<file path="src/sct_mul.sv">
// two-stage signed multiplier for wide operands: four registered partial
// products, then a registered sum; no package dependencies
`default_nettype none

module sct_mul #(
	parameter int AW = 36,
	parameter int BW = 36
) (
	input  wire logic                  clk,
	input  wire logic                  en_pp,
	input  wire logic                  en_sum,
	input  wire logic signed [AW-1:0]  a,
	input  wire logic signed [BW-1:0]  b,
	output logic signed [AW+BW-1:0]    p
);

	localparam int HA = AW / 2;
	localparam int HB = BW / 2;
	localparam int PW = AW + BW;

	logic [HA-1:0]              a_lo;
	logic signed [AW-HA-1:0]    a_hi;
	logic [HB-1:0]              b_lo;
	logic signed [BW-HB-1:0]    b_hi;

	logic signed [PW-HA-HB-1:0] hh_s1;
	logic signed [AW-HA+HB:0]   hl_s1;
	logic signed [HA+BW-HB:0]   lh_s1;
	logic [HA+HB-1:0]           ll_s1;

	logic [PW-1:0] t_hh, t_hl, t_lh, t_ll;

	assign a_lo = a[HA-1:0];
	assign a_hi = a[AW-1:HA];
	assign b_lo = b[HB-1:0];
	assign b_hi = b[BW-1:HB];

	always_ff @(posedge clk) begin
		if (en_pp) begin
			hh_s1 <= a_hi * b_hi;
			hl_s1 <= a_hi * $signed({1'b0, b_lo});
			lh_s1 <= $signed({1'b0, a_lo}) * b_hi;
			ll_s1 <= a_lo * b_lo;
		end
	end

	// extend each term to full width first, then a plain modular sum
	assign t_hh = PW'(hh_s1) << (HA + HB);
	assign t_hl = PW'(hl_s1) << HA;
	assign t_lh = PW'(lh_s1) << HB;
	assign t_ll = PW'(ll_s1);

	always_ff @(posedge clk) begin
		if (en_sum) begin
			p <= $signed(t_hh + t_hl + t_lh + t_ll);
		end
	end

endmodule

`default_nettype wire

</file>
<file path="config.mk">
export PLATFORM = sky130hd
export DESIGN_NAME = sct_mul
export DESIGN_NICKNAME = d
export VERILOG_FILES = /design/src/sct_mul.sv
export SDC_FILE = /design/constraint.sdc
export NUM_CORES = 2
export LEC_CHECK = 0
export ABC_AREA = 1
export BUFFER_PORTS_ARGS = -buffer_cell sky130_fd_sc_hd__clkbuf_2
export CAP_MARGIN = 20
export CORE_MARGIN = 2
export CORE_UTILIZATION = 40
export CTS_BUF_LIST = sky130_fd_sc_hd__clkbuf_4 sky130_fd_sc_hd__clkbuf_8
export DETAILED_ROUTE_END_ITERATION = 12
export PLACE_DENSITY = 0.57
export SLEW_MARGIN = 10
export SYNTH_ARGS = -nofsm -noshare
export SYNTH_HDL_FRONTEND = slang
export SYNTH_SLANG_ARGS = --single-unit
</file>
<file path="constraint.sdc">
create_clock -name clk -period 9.1 [get_ports clk]
set_input_delay 2.73 -clock clk [delete_from_list [all_inputs] [get_ports clk]]
set_output_delay 2.73 -clock clk [all_outputs]
set_load 0.03 [all_outputs]
</file>
==> flow_summary.json <==
{
  "status": "completed",
  "synth-seq-cells": 218,
  "post_cts_buffers": 0,
  "critical_path.slowest_cell": "fa_1",
  "finalSetupTns_ps": 0,
  "synthCells": 7755,
  "antenna_found_initial": 11,
  "period_share_pct": 89.4,
  "worstPathArrival_ps": 8620,
  "synthTopCellsByCount": "inv_1, nand2_1, fa_1",
  "gp_congestion": 0.949,
  "layout.nets": 9576,
  "dp_hpwl_um": 152000,
  "ys_types": 38,
  "slew_headroom_pct": 35.5,
  "synth_edf_count": 218,
  "io_buffers": 146,
  "grt_pass1_wl_um": 287000,
  "fp.dieH_um": 391,
  "cts.sinks": 218,
  "fmax_ghz": 0.123,
  "synthTopCellsByArea": "fa_1, inv_1, nand2_1, edfxtp_1, ha_1",
  "avgSynthCellArea_um2": 7.72,
  "yosysTopAreaCell": "fa_1",
  "clock-root-buffer": "clkbuf_8",
  "worstPathMaxFanout": 25,
  "crit_buf_inv": 7,
  "min_period_ps": 8130,
  "drv_slew": 0,
  "ctsResizeCount": 0,
  "ys.flop_type": "edfxtp_1",
  "crit_path_frequent_cell": "fa_1",
  "remaining_drc_errors": 0,
  "wirelength_um": 180000,
  "start_util_pct": 40.4,
  "drt_pass1_iterations": 6,
  "grt_overflow_total": 0,
  "viasPerCell": 4.83,
  "post_drt_wl_per_cell_um": 18.4,
  "maxCapViolCount": 0,
  "cts_max_path_buffers": 3,
  "setup_viol": 0,
  "die_area_um2": 153000,
  "max_stage_delay_ps": 550,
  "clk_latency_ps": 640,
  "clk_pin_slew_ps": 80,
  "path_class": "in2reg",
  "yosysSeqAreaShare_pct": 10.9,
  "postCtsHoldBufs": 0,
  "ant_nets": 0,
  "netlist.area_leader.share_pct": 38.5,
  "path_cells": "clkbuf_2 -> buf_4 -> nand2_1 -> fa_1 -> fa_1 -> inv_1 -> fa_1 -> fa_1 -> fa_1 -> inv_1 -> fa_1 -> inv_1 -> ha_1 -> nand2_1 -> nor2_1 -> inv_1 -> nor2_1 -> nand3_1 -> nand3_1 -> xor2_1 -> buf_4",
  "crit_family": "adder cells",
  "die_x_um": 391,
  "grt_pass1_vias": 50500,
  "tightest_slew_ps": 967,
  "grt_util_all_layers_pct": 24.3,
  "async_reset_ff_share_pct": 0,
  "cp-end-kind": "register",
  "yosysWarnings": 0,
  "netlist_area_um2": 59900,
  "hold_viol": 0,
  "num_rows": 141,
  "numCtsBuffers": 42,
  "hold_class": "reg2reg",
  "cts_htree_levels": 2,
  "dr_total_vias": 47300,
  "rsz0062_at_grt": "false",
  "finClkSkew_ps": 35.3,
  "grt_max_degree": 124,
  "tritoncts": "yes",
  "drtIter0Drc": 2957,
  "area_growth_pct": 7.87,
  "synth_fp_nets": 9502,
  "core_um2": 148000,
  "ios": 147,
  "drive_gt1_share_pct": 5.73,
  "synth.most_common_cell": "inv_1",
  "crit_path_start_kind": "primary input",
  "cp.required_ps": 9590
}
[final timing paths]
check | slack [ps] | cells past startpoint | from | to
setup / recovery | 970 | 21 | a[13] | lh_s1[27]$_DFFE_PP_
hold / removal | 400 | 0 | ll_s1[11]$_DFFE_PP_ | p[11]$_DFFE_PP_
setup reg to reg | 5670 | 14 | hl_s1[0]$_DFFE_PP_ | p[51]$_DFFE_PP_
hold reg to reg | 400 | 0 | ll_s1[11]$_DFFE_PP_ | p[11]$_DFFE_PP_
[layout by cell type (no fill, tap or decap), types with 12 or more instances in the layout]
cell      count
buf_4       143
inv_1      2357
xor2_1       94
a21oi_1     146
nand2_1    2161
or2_2        22
nor2_1      318
nor3_1       29
fa_1       1151
edfxtp_1    218
nor2_2       14
a21o_1       12
xnor2_1      30
clkbuf_2    144
buf_12       28
nand3_1     169
o21bai_1     23
ha_1        521
clkbuf_8     43
nand4_1      47
o21ai_0      83
[stage by stage]
stage / cells / util [%] / hold slack (ps) / cell area, µm² / worst slack [ps]
global placement: 9715 / 42.9 / 403 / 63600 / 338
global route: 9792 / 43.6 / 423 / 64600 / 648
finish: 9793 / 43.6 / 401 / 64600 / 967
floorplan: 7755 / - / 400 / 59900 / 908
detailed placement: 9715 / 42.9 / 405 / 63600 / 361
CTS: 9790 / 43.6 / 393 / 64600 / 1040
[sequential cells by signal, indices dropped and copies added (netlist names)]
signal  flops
p          72
ll_s1      36
lh_s1      37
hh_s1      36
hl_s1      37
[cell type report]
class	count	area [µm²]
diodes	3	7.51
clock buffers	51	652
clock inverters	24	345
fillers	15100	83600
inverters	2361	8860
multi-input cells	4890	43400
flip-flops and latches	218	6550
well taps	1930	2410
repair buffers	316	2370
[worst reg2reg max path, cell delays in order (launching register included)]
cell and delay [ps]:
edfxtp_1 330, inv_1 60, fa_1 610, inv_1 120
ha_1 280, inv_1 100, fa_1 570, nor2_1 220
nor2_2 120, o21ai_4 240, nand2_2 80, nand2_2 160
nand2_2 70, nand2_2 70, xor2_1 230
[kinds of logic after synthesis]
group | Yosys count | share of synthesized area, %
compound gates | 293 | 2.75
flops | 218 | 10.9
xor+xnor | 124 | 1.81
simple gates | 2801 | 18.6
buf+inv | 2647 | 16.6
fa+ha+maj | 1672 | 49.4
[routing by layer]
metal / up-vias / GRT usage (%) / wire length [µm]
met5: - / 0 / 91
met4: 14 / 6.75 / 5260
met3: 277 / 2.86 / 10700
met2: 1332 / 40.6 / 83500
met1: 23400 / 33.3 / 80300
li1: 22300 / - / -
Power is not shown: default switching activity piles up to over one toggle a cycle in this logic, so the estimate is an artifact.
